[src/design/v210_video_unpacker_defines.svh]
// Assertion macros for the v210 unpacker.
// Included by files that carry concurrent assertions; no other dependencies.
`ifndef V210_VIDEO_UNPACKER_DEFINES_SVH
`define V210_VIDEO_UNPACKER_DEFINES_SVH
`ifndef ASSERT_OFF
`define V210U_ASSERT_IMP(label, clk, rst, ante, cons) \
   label: assert property (@(posedge clk) disable iff (rst) (ante) |-> (cons)) \
      else $error("v210 unpacker: implication check failed");
`define V210U_ASSERT_NXT(label, clk, rst, ante, cons) \
   label: assert property (@(posedge clk) disable iff (rst) (ante) |=> (cons)) \
      else $error("v210 unpacker: next-cycle check failed");
`else
`define V210U_ASSERT_IMP(label, clk, rst, ante, cons)
`define V210U_ASSERT_NXT(label, clk, rst, ante, cons)
`endif
`endif

[src/design/v210u_pkg.sv]
// Shared types, constants and helper functions of the v210 unpacker.
// No dependencies; used by the stream interfaces and the top level.
package v210u_pkg;

   localparam int MAX_WIDTH     = 4096;
   localparam int MAX_ROW_WORDS = 4096;
   localparam int HEIGHT_LIMIT  = 4096;
   localparam int DIM_W         = 13;
   localparam int CSR_ADDR_W    = 4;

   localparam logic [9:0] SAMPLE_MASK = 10'h3FF;
   localparam logic [9:0] PAD_LUMA    = 10'd64;
   localparam logic [9:0] PAD_CHROMA  = 10'd512;

   typedef logic [31:0]      word_type;
   typedef logic [29:0]      held_type;
   typedef logic [9:0]       sample_type;
   typedef logic [DIM_W-1:0] dim_type;

   typedef enum logic [1:0] {
      CSR_FRAME_WIDTH  = 2'd0,
      CSR_FRAME_HEIGHT = 2'd1,
      CSR_ROW_WORDS    = 2'd2,
      CSR_UNUSED       = 2'd3
   } csr_index_type;

   // Clamp to the upper limit.
   function automatic dim_type clamp_max(input dim_type v);
      clamp_max = (v > dim_type'(MAX_WIDTH)) ? dim_type'(MAX_WIDTH) : v;
   endfunction

   // Zero means one, and values are capped at the given limit.
   function automatic dim_type clamp_one(input dim_type v, input dim_type limit);
      if (v == '0) begin
         clamp_one = dim_type'(1);
      end else if (v > limit) begin
         clamp_one = limit;
      end else begin
         clamp_one = v;
      end
   endfunction

   // Division by six through a reciprocal; exact for values up to 4096.
   function automatic logic [9:0] div_by_six(input dim_type v);
      logic [26:0] prod;
      prod = {14'd0, v} * 27'd10923;
      div_by_six = prod[25:16];
   endfunction

endpackage

[src/design/v210u_req_if.sv]
// Input word stream of the v210 unpacker: valid/ready plus one packed word.
// Depends on v210u_pkg for the payload type.
interface v210u_req_if;
   import v210u_pkg::*;

   logic     valid;
   logic     ready;
   word_type packed_word;

   modport source (output valid, output packed_word, input ready);
   modport sink   (input valid, input packed_word, output ready);
endinterface

[src/design/v210u_rsp_if.sv]
// Pixel stream of the v210 unpacker: valid/ready plus one pixel and its flags.
// Depends on v210u_pkg for the sample type.
interface v210u_rsp_if;
   import v210u_pkg::*;

   logic       valid;
   logic       ready;
   sample_type luma;
   sample_type chroma_blue;
   sample_type chroma_red;
   logic       row_end;
   logic       frame_end;
   logic       run_last;

   modport source (output valid, output luma, output chroma_blue, output chroma_red,
                   output row_end, output frame_end, output run_last, input ready);
   modport sink   (input valid, input luma, input chroma_blue, input chroma_red,
                   input row_end, input frame_end, input run_last, output ready);
endinterface

[src/design/v210_video_unpacker.sv]
// v210 10-bit 4:2:2 unpacker top level: APB register file, group decoder and pixel serializer.
// Depends on v210u_pkg, v210u_req_if, v210u_rsp_if and v210_video_unpacker_defines.svh.
// The pixels of a group pass through the burst register and then the output register.
// Throughput: one pixel per cycle while rsp.ready holds; a complete group of four words
// gives six to eleven pixels, so the single-pixel output port sets the sustained rate.
// Words that give no pixel are taken every cycle, also while earlier pixels are being sent.
// Reset (synchronous, active high) restores the default 1920x1080 format, stride 1280.
`include "v210_video_unpacker_defines.svh"

module v210_video_unpacker (
   input  logic                               clock,
   input  logic                               reset,
   v210u_req_if.sink                          req,
   v210u_rsp_if.source                        rsp,
   input  logic                               csr_psel,
   input  logic                               csr_penable,
   input  logic                               csr_pwrite,
   input  logic [v210u_pkg::CSR_ADDR_W-1:0]   csr_paddr,
   input  logic [31:0]                        csr_pwdata,
   output logic [31:0]                        csr_prdata,
   output logic                               csr_pready
);
   import v210u_pkg::*;

   // Configuration registers.
   dim_type       frame_width_ff, frame_height_ff, row_words_ff;
   csr_index_type csr_index;
   logic          csr_write;

   // Scan state.
   held_type    held_ff [3];
   logic [1:0]  phase_ff, phase_in;
   logic [11:0] wir_ff, wir_in;
   dim_type     col_ff, col_in;
   logic [11:0] row_ff, row_in;

   // Burst holding the pixels of one group while they are sent.
   logic        burst_valid_ff, burst_valid_in;
   held_type    bw_ff [4];
   logic        bpad_ff;
   logic [3:0]  bcnt_ff;
   logic [3:0]  bk_ff, bk_in;
   dim_type     bstart_ff;
   dim_type     bwidth_ff;
   logic        blast_ff;

   // Output register.
   logic       rsp_valid_ff;
   sample_type luma_ff, cb_ff, cr_ff;
   logic       row_end_ff, frame_end_ff, run_last_ff;

   // Decode of the current word.
   dim_type     eff_width, eff_height, eff_rw;
   logic [9:0]  groups;
   logic [2:0]  rem;
   logic [9:0]  grp;
   logic [3:0]  n_now;
   logic        accept, load_burst, out_load, burst_done;
   logic [12:0] wir_inc, row_inc;

   // Serializer selection.
   logic [2:0]  pix_idx;
   sample_type  sel_y, sel_cb, sel_cr;
   logic [13:0] sel_col;
   logic        sel_row_end;

   // ---------------- configuration port ----------------
   assign csr_pready = 1'b1;
   assign csr_index  = csr_index_type'(csr_paddr[3:2]);
   assign csr_write  = csr_psel && csr_penable && csr_pwrite && csr_pready;

   always_ff @(posedge clock) begin
      if (reset) begin
         frame_width_ff  <= dim_type'(1920);
         frame_height_ff <= dim_type'(1080);
         row_words_ff    <= dim_type'(1280);
      end else if (csr_write) begin
         case (csr_index)
            CSR_FRAME_WIDTH:  frame_width_ff  <= csr_pwdata[DIM_W-1:0];
            CSR_FRAME_HEIGHT: frame_height_ff <= csr_pwdata[DIM_W-1:0];
            CSR_ROW_WORDS:    row_words_ff    <= csr_pwdata[DIM_W-1:0];
            default: ;
         endcase
      end
   end

   always_comb begin
      case (csr_index)
         CSR_FRAME_WIDTH:  csr_prdata = {19'd0, frame_width_ff};
         CSR_FRAME_HEIGHT: csr_prdata = {19'd0, frame_height_ff};
         CSR_ROW_WORDS:    csr_prdata = {19'd0, row_words_ff};
         default:          csr_prdata = '0;
      endcase
   end

   // ---------------- word decode ----------------
   assign eff_width  = clamp_max(frame_width_ff);
   assign eff_height = clamp_one(frame_height_ff, dim_type'(HEIGHT_LIMIT));
   assign eff_rw     = clamp_one(row_words_ff, dim_type'(MAX_ROW_WORDS));
   assign groups     = div_by_six(eff_width);
   assign rem        = 3'(eff_width - dim_type'({groups, 2'b00} + {1'b0, groups, 1'b0}));
   assign grp        = wir_ff[11:2];

   always_comb begin
      n_now = 4'd0;
      if (grp < groups) begin
         if (phase_ff == 2'd3) begin
            n_now = (grp + 10'd1 == groups) ? 4'd6 + {1'b0, rem} : 4'd6;
         end
      end else if (groups == '0 && wir_ff == '0) begin
         n_now = {1'b0, rem};
      end
   end

   assign out_load   = burst_valid_ff && (!rsp_valid_ff || rsp.ready);
   assign burst_done = out_load && (bk_ff + 4'd1 == bcnt_ff);
   assign req.ready  = !burst_valid_ff || burst_done || (n_now == 4'd0);
   assign accept     = req.valid && req.ready;
   assign load_burst = accept && (n_now != 4'd0);

   assign wir_inc = {1'b0, wir_ff} + 13'd1;
   assign row_inc = {1'b0, row_ff} + 13'd1;

   always_comb begin
      wir_in   = wir_ff;
      phase_in = phase_ff;
      col_in   = col_ff;
      row_in   = row_ff;
      if (accept) begin
         if (wir_inc >= eff_rw) begin
            wir_in   = '0;
            phase_in = '0;
            col_in   = '0;
            row_in   = (row_inc >= eff_height) ? '0 : row_inc[11:0];
         end else begin
            wir_in   = wir_inc[11:0];
            phase_in = phase_ff + 2'd1;
            col_in   = col_ff + dim_type'(n_now);
         end
      end
   end

   always_ff @(posedge clock) begin
      if (reset) begin
         wir_ff   <= '0;
         phase_ff <= '0;
         col_ff   <= '0;
         row_ff   <= '0;
      end else begin
         wir_ff   <= wir_in;
         phase_ff <= phase_in;
         col_ff   <= col_in;
         row_ff   <= row_in;
      end
   end

   // The first three words of a group are kept; stride padding is dropped.
   always_ff @(posedge clock) begin
      if (accept && grp < groups && phase_ff != 2'd3) begin
         held_ff[phase_ff] <= req.packed_word[29:0];
      end
   end

   // ---------------- burst register ----------------
   always_comb begin
      burst_valid_in = burst_valid_ff;
      bk_in          = bk_ff;
      if (load_burst) begin
         burst_valid_in = 1'b1;
         bk_in          = '0;
      end else if (burst_done) begin
         burst_valid_in = 1'b0;
      end else if (out_load) begin
         bk_in = bk_ff + 4'd1;
      end
   end

   always_ff @(posedge clock) begin
      if (reset) begin
         burst_valid_ff <= 1'b0;
         bk_ff          <= '0;
      end else begin
         burst_valid_ff <= burst_valid_in;
         bk_ff          <= bk_in;
      end
   end

   always_ff @(posedge clock) begin
      if (load_burst) begin
         bw_ff[0]  <= held_ff[0];
         bw_ff[1]  <= held_ff[1];
         bw_ff[2]  <= held_ff[2];
         bw_ff[3]  <= req.packed_word[29:0];
         bpad_ff   <= (groups == '0);
         bcnt_ff   <= n_now;
         bstart_ff <= col_ff;
         bwidth_ff <= eff_width;
         blast_ff  <= (row_inc == eff_height);
      end
   end

   // ---------------- pixel serializer ----------------
   // Pixels past the sixth repeat the last decoded pixel of the group.
   assign pix_idx = (bk_ff > 4'd5) ? 3'd5 : bk_ff[2:0];

   always_comb begin
      case (pix_idx)
         3'd0:    sel_y = bw_ff[0][19:10];
         3'd1:    sel_y = bw_ff[1][9:0];
         3'd2:    sel_y = bw_ff[1][29:20];
         3'd3:    sel_y = bw_ff[2][19:10];
         3'd4:    sel_y = bw_ff[3][9:0];
         default: sel_y = bw_ff[3][29:20];
      endcase
      case (pix_idx[2:1])
         2'd0: begin
            sel_cb = bw_ff[0][9:0];
            sel_cr = bw_ff[0][29:20];
         end
         2'd1: begin
            sel_cb = bw_ff[1][19:10];
            sel_cr = bw_ff[2][9:0];
         end
         default: begin
            sel_cb = bw_ff[2][29:20];
            sel_cr = bw_ff[3][19:10];
         end
      endcase
      if (bpad_ff) begin
         sel_y  = PAD_LUMA;
         sel_cb = PAD_CHROMA;
         sel_cr = PAD_CHROMA;
      end
   end

   assign sel_col     = {1'b0, bstart_ff} + {10'd0, bk_ff} + 14'd1;
   assign sel_row_end = (sel_col == {1'b0, bwidth_ff});

   always_ff @(posedge clock) begin
      if (reset) begin
         rsp_valid_ff <= 1'b0;
      end else if (out_load) begin
         rsp_valid_ff <= 1'b1;
      end else if (rsp.ready) begin
         rsp_valid_ff <= 1'b0;
      end
   end

   always_ff @(posedge clock) begin
      if (out_load) begin
         luma_ff      <= sel_y & SAMPLE_MASK;
         cb_ff        <= sel_cb & SAMPLE_MASK;
         cr_ff        <= sel_cr & SAMPLE_MASK;
         row_end_ff   <= sel_row_end;
         frame_end_ff <= sel_row_end && blast_ff;
         run_last_ff  <= (bk_ff + 4'd1 == bcnt_ff);
      end
   end

   assign rsp.valid       = rsp_valid_ff;
   assign rsp.luma        = luma_ff;
   assign rsp.chroma_blue = cb_ff;
   assign rsp.chroma_red  = cr_ff;
   assign rsp.row_end     = row_end_ff;
   assign rsp.frame_end   = frame_end_ff;
   assign rsp.run_last    = run_last_ff;

   // ---------------- assertions ----------------
   `V210U_ASSERT_IMP(a_burst_index, clock, reset, burst_valid_ff, bk_ff < bcnt_ff)
   `V210U_ASSERT_NXT(a_burst_load, clock, reset, load_burst, burst_valid_ff && bk_ff == 4'd0)
   `V210U_ASSERT_IMP(a_frame_row, clock, reset, rsp_valid_ff && frame_end_ff, row_end_ff)
   `V210U_ASSERT_IMP(a_burst_size, clock, reset, burst_valid_ff, bcnt_ff != 4'd0 && bcnt_ff <= 4'd11)

endmodule
[src/flat_wrapper.sv]
// flat-port wrapper written by rule: the top's interface ports become plain ports
module v210_video_unpacker_flat import v210u_pkg::*;
  (clock, reset, csr_psel, csr_penable, csr_pwrite, csr_paddr, csr_pwdata, csr_prdata, csr_pready, req_valid, req_packed_word, req_ready, rsp_valid, rsp_luma, rsp_chroma_blue, rsp_chroma_red, rsp_row_end, rsp_frame_end, rsp_run_last, rsp_ready);
  v210u_req_if req_i ();
  v210u_rsp_if rsp_i ();
  input  logic clock;
  input  logic reset;
  input  logic csr_psel;
  input  logic csr_penable;
  input  logic csr_pwrite;
  input  logic [v210u_pkg::CSR_ADDR_W-1:0] csr_paddr;
  input  logic [31:0] csr_pwdata;
  output logic [31:0] csr_prdata;
  output logic csr_pready;
  input wire logic [$bits(req_i.valid)-1:0] req_valid;
  input wire logic [$bits(req_i.packed_word)-1:0] req_packed_word;
  output wire logic [$bits(req_i.ready)-1:0] req_ready;
  output wire logic [$bits(rsp_i.valid)-1:0] rsp_valid;
  output wire logic [$bits(rsp_i.luma)-1:0] rsp_luma;
  output wire logic [$bits(rsp_i.chroma_blue)-1:0] rsp_chroma_blue;
  output wire logic [$bits(rsp_i.chroma_red)-1:0] rsp_chroma_red;
  output wire logic [$bits(rsp_i.row_end)-1:0] rsp_row_end;
  output wire logic [$bits(rsp_i.frame_end)-1:0] rsp_frame_end;
  output wire logic [$bits(rsp_i.run_last)-1:0] rsp_run_last;
  input wire logic [$bits(rsp_i.ready)-1:0] rsp_ready;
  assign req_i.valid = req_valid;
  assign req_i.packed_word = req_packed_word;
  assign req_ready = req_i.ready;
  assign rsp_valid = rsp_i.valid;
  assign rsp_luma = rsp_i.luma;
  assign rsp_chroma_blue = rsp_i.chroma_blue;
  assign rsp_chroma_red = rsp_i.chroma_red;
  assign rsp_row_end = rsp_i.row_end;
  assign rsp_frame_end = rsp_i.frame_end;
  assign rsp_run_last = rsp_i.run_last;
  assign rsp_i.ready = rsp_ready;
  v210_video_unpacker u_core (.clock(clock), .reset(reset), .req(req_i), .rsp(rsp_i), .csr_psel(csr_psel), .csr_penable(csr_penable), .csr_pwrite(csr_pwrite), .csr_paddr(csr_paddr), .csr_pwdata(csr_pwdata), .csr_prdata(csr_prdata), .csr_pready(csr_pready));
endmodule
[config.mk]
export PLATFORM = sky130hd
export DESIGN_NAME = v210_video_unpacker_flat
export DESIGN_NICKNAME = d
export VERILOG_FILES = /design/src/design/v210u_pkg.sv /design/src/design/v210u_req_if.sv /design/src/design/v210u_rsp_if.sv /design/src/design/v210_video_unpacker.sv /design/src/flat_wrapper.sv
export VERILOG_INCLUDE_DIRS = /design/src /design/src/design
export SDC_FILE = /design/constraint.sdc
export NUM_CORES = 1
export LEC_CHECK = 0
export BUFFER_PORTS_ARGS = -buffer_cell sky130_fd_sc_hd__buf_4
export CORE_MARGIN = 2
export CORE_UTILIZATION = 30
export DETAILED_ROUTE_END_ITERATION = 8
export GPL_TIMING_DRIVEN = 0
export PLACE_DENSITY = 0.46
export SLEW_MARGIN = 20
export SYNTH_ARGS = -nofsm -noshare
export SYNTH_HDL_FRONTEND = slang
export SYNTH_SLANG_ARGS = --single-unit
[constraint.sdc]
create_clock -name clock -period 15.6 [get_ports clock]
set_input_delay 1.56 -clock clock [delete_from_list [all_inputs] [get_ports clock]]
set_output_delay 1.56 -clock clock [all_outputs]
set_load 0.01 [all_outputs]
==> reports/qor.csv <==
stage;metric;value;unit
setup_path;crit-path max FO;10;
synth;Synth Flop Type;edfxtp_1;
grt;gr ovfl total;0;
drt;post-route ant nets;0;
pwr;pwr dens;110.2;nW/um^2
clocking;clock sink count;359;
clocking;Setup Fix Bufs, Post-CTS;0;
clocking;Reg clk slew, reported paths;0.06;ns
synth;number of enable flip-flop cells after synthesis;275;
grt;vias in the first global route;12939;
floorplan;initial core utilization;30.19;%
placed_design;post-place setup slack;4.774;ns
cells_and_area;final core utilization;35.48;%
clocking;CTS root buffer;clkbuf_16;
synth;top cell type's share of synthesized area;43.61;%
setup_path;Crit path max-delay family;adder cells;
clocking;TritonCTS clock tree;built;
clocking;Num CTS Buffers;40;
cells_and_area;area delta synth->final;17.53;%
floorplan;die width;255.2;microns
floorplan;Die ar.;65150;sq um
synth;Synth Cell Area;18940;sq um
synth;top post-synthesis cells by count;275 x edfxtp_1, 168 x nand2_1, 129 x ha_1;
floorplan;Top Ports;143;
setup_path;slowest stage cell, crit path;nor2b_1;
placed_design;Placer Congestion;0.9032;
sta;worst-margin pin slew;1.103;ns
synth;Synth area leader;edfxtp_1;
setup_path;crit-path max cell delay;0.76;ns
run_status;status;completed;
sta;Max Freq;0.08735;GHz
synth;YS warnings;0;
pwr;Max VDD drop;66.36;uV
sta;Slew Viols, Final;0;
clocking;Clk Latency, worst-skew pair;0.57;ns
drt;vias;12979;
synth;Seq/Total Area, Yosys;52.49;%
setup_path;crit path capture type;output port;
drt;DR iter-0 viols;847;
clocking;Hold-fix buffers, CTS;0;
grt;initial antenna violation count;3;
drt;TritonRoute pass-1 iters;5;
synth;Unique masters post-synth;88;
cells_and_area;post-layout net count;2036;
placed_design;detailed placement HPWL;37440;microns
clocking;H-tree Lvls;2;
sta;setup_tns;0;ns
sta;period utilization;73.38;%
synth;Post-synth ARST share;0;%
synth;Syn Inst Count;1621;
sta;slew margin rel.;26.46;%
sta;setup slack after layout;4.152;ns
sta;Setup violations, final;0;
floorplan;core footprint;62740;sq um
pwr;P_leak;8.377;nW
clocking;CTS max path bufs;3;
synth;Area contributors post-synth;edfxtp_1 44%, dfxtp_1 8.9%, ha_1 8.5%;
drt;WL per Instance;19.11;microns
pwr;overall power;2.453;mW
synth;count leader, synth;edfxtp_1;
sta;skew final;0.02959;ns
cells_and_area;layout cells sized above 1;13.37;%
drt;Via density;4.874;
sta;RSZ-0062 raised after global routing;false;
worst_hold_path;worst hold-check path type;reg2reg;
floorplan;die height;255.2;microns
setup_path;Worst Path Buf+Inv;7;
grt;pin count of the biggest net entering global routing;50;
grt;Total GRT Usage;15.58;%
setup_path;critical path required time;14.04;ns
floorplan;FP Rows;92;
clocking;Post-CTS Resized;0;
synth;Yosys reg bits;359;
setup_path;WP data arrival;9.89;ns
synth;Avg Inst Size Synth;11.68;sq um
sta;worst hold slack;0.4020;ns
cells_and_area;Antenna diodes;0;
drt;DRC Markers;0;
flow_run;max_cap viols;0;
grt;first-pass GRT wire length;76650;microns
sta;Final min period;11.45;ns
placed_design;port bufs;98;
setup_path;Worst Setup Path Type;reg2out;
setup_path;crit start category;flip-flop;
drt;DRT Wirelength;50900;microns
sta;Final Hold Viols;0;
[stage by stage]
step,cells,area (sq um)
2_1_floorplan,1640,19010
6_report,2663,22260
5_1_grt,2663,22260
3_3_place_gp,2584,20800
4_1_cts,2663,22260
3_5_place_dp,2591,20970
[registers in the layout (all words and copies together) (netlist names), 12 cells and up]
register	cells
u_core.frame_height_ff	13
u_core.frame_width_ff	13
u_core.col_ff	13
u_core.wir_ff	12
u_core.held_ff	90
u_core.row_ff	12
u_core.bw_ff	120
u_core.bstart_ff	13
u_core.bwidth_ff	13
u_core.row_words_ff	13
[routing by layer]
metal,GRT usage [%],vias to the layer above,part of all wire (%)
met5,0,-,0.049
met4,4.311,4,2.0
met3,2.583,70,4.9
met2,25.96,314,47
met1,20.92,6365,46
li1,-,6226,-
[cells in the final DEF, fill, tap and decap left out, types with 17 or more instances in the layout]
cell type / instances
nand2_1: 168
nor2_1: 75
nand3_1: 39
clkbuf_1: 56
inv_1: 112
ha_1: 129
dfxtp_1: 84
o21ai_0: 51
nor2b_1: 23
xor2_1: 28
edfxtp_1: 275
xnor2_1: 47
fa_1: 45
a211oi_1: 46
mux2i_1: 44
clkbuf_16: 40
nor3_1: 17
or3_1: 20
a21oi_1: 87
buf_4: 118
conb_1: 21
[where the power goes]
group          switching, mW  internal [mW]  total [mW]  leakage [nW]
combinational          0.293          0.177       0.470          4.60
sequential           0.00867           1.05        1.06          3.16
clock                  0.390          0.533       0.923         0.617
total                  0.692           1.76        2.45          8.38
[area by class of cell]
class,count,area (sq um)
inverter,114,427.9
clock inverter,21,231.5
multi-input combinational,1085,8240
fill,6248,40480
sequential,359,9940
buffer,82,415.4
clock buffer,51,1052
tap,846,1059
timing repair buffer,105,890.9
[logic make-up after synthesis]
kind of cell,synth area share [%]
AOI/OAI and AO/OA,11.05
xor gates and xnor gates,3.588
adders and majority gates,13.28
buffers and inverters,4.440
DFF,52.49
muxes,3.099
other,0.03966
and+or+nand+nor,12.01
[final timing paths]
kind / end / depth (start not counted) / slack, ns / from
setup reg to reg: u_core.col_ff[12] / 36 / 4.79 / u_core.frame_width_ff[12]
hold reg to reg: u_core.bw_ff[1][20] / 0 / 0.40 / u_core.held_ff[1][20]
setup / recovery: req_ready / 30 / 4.15 / u_core.frame_width_ff[12]
hold / removal: u_core.bw_ff[1][20] / 0 / 0.40 / u_core.held_ff[1][20]
No activity file was read; power rests on OpenSTA's default activity.
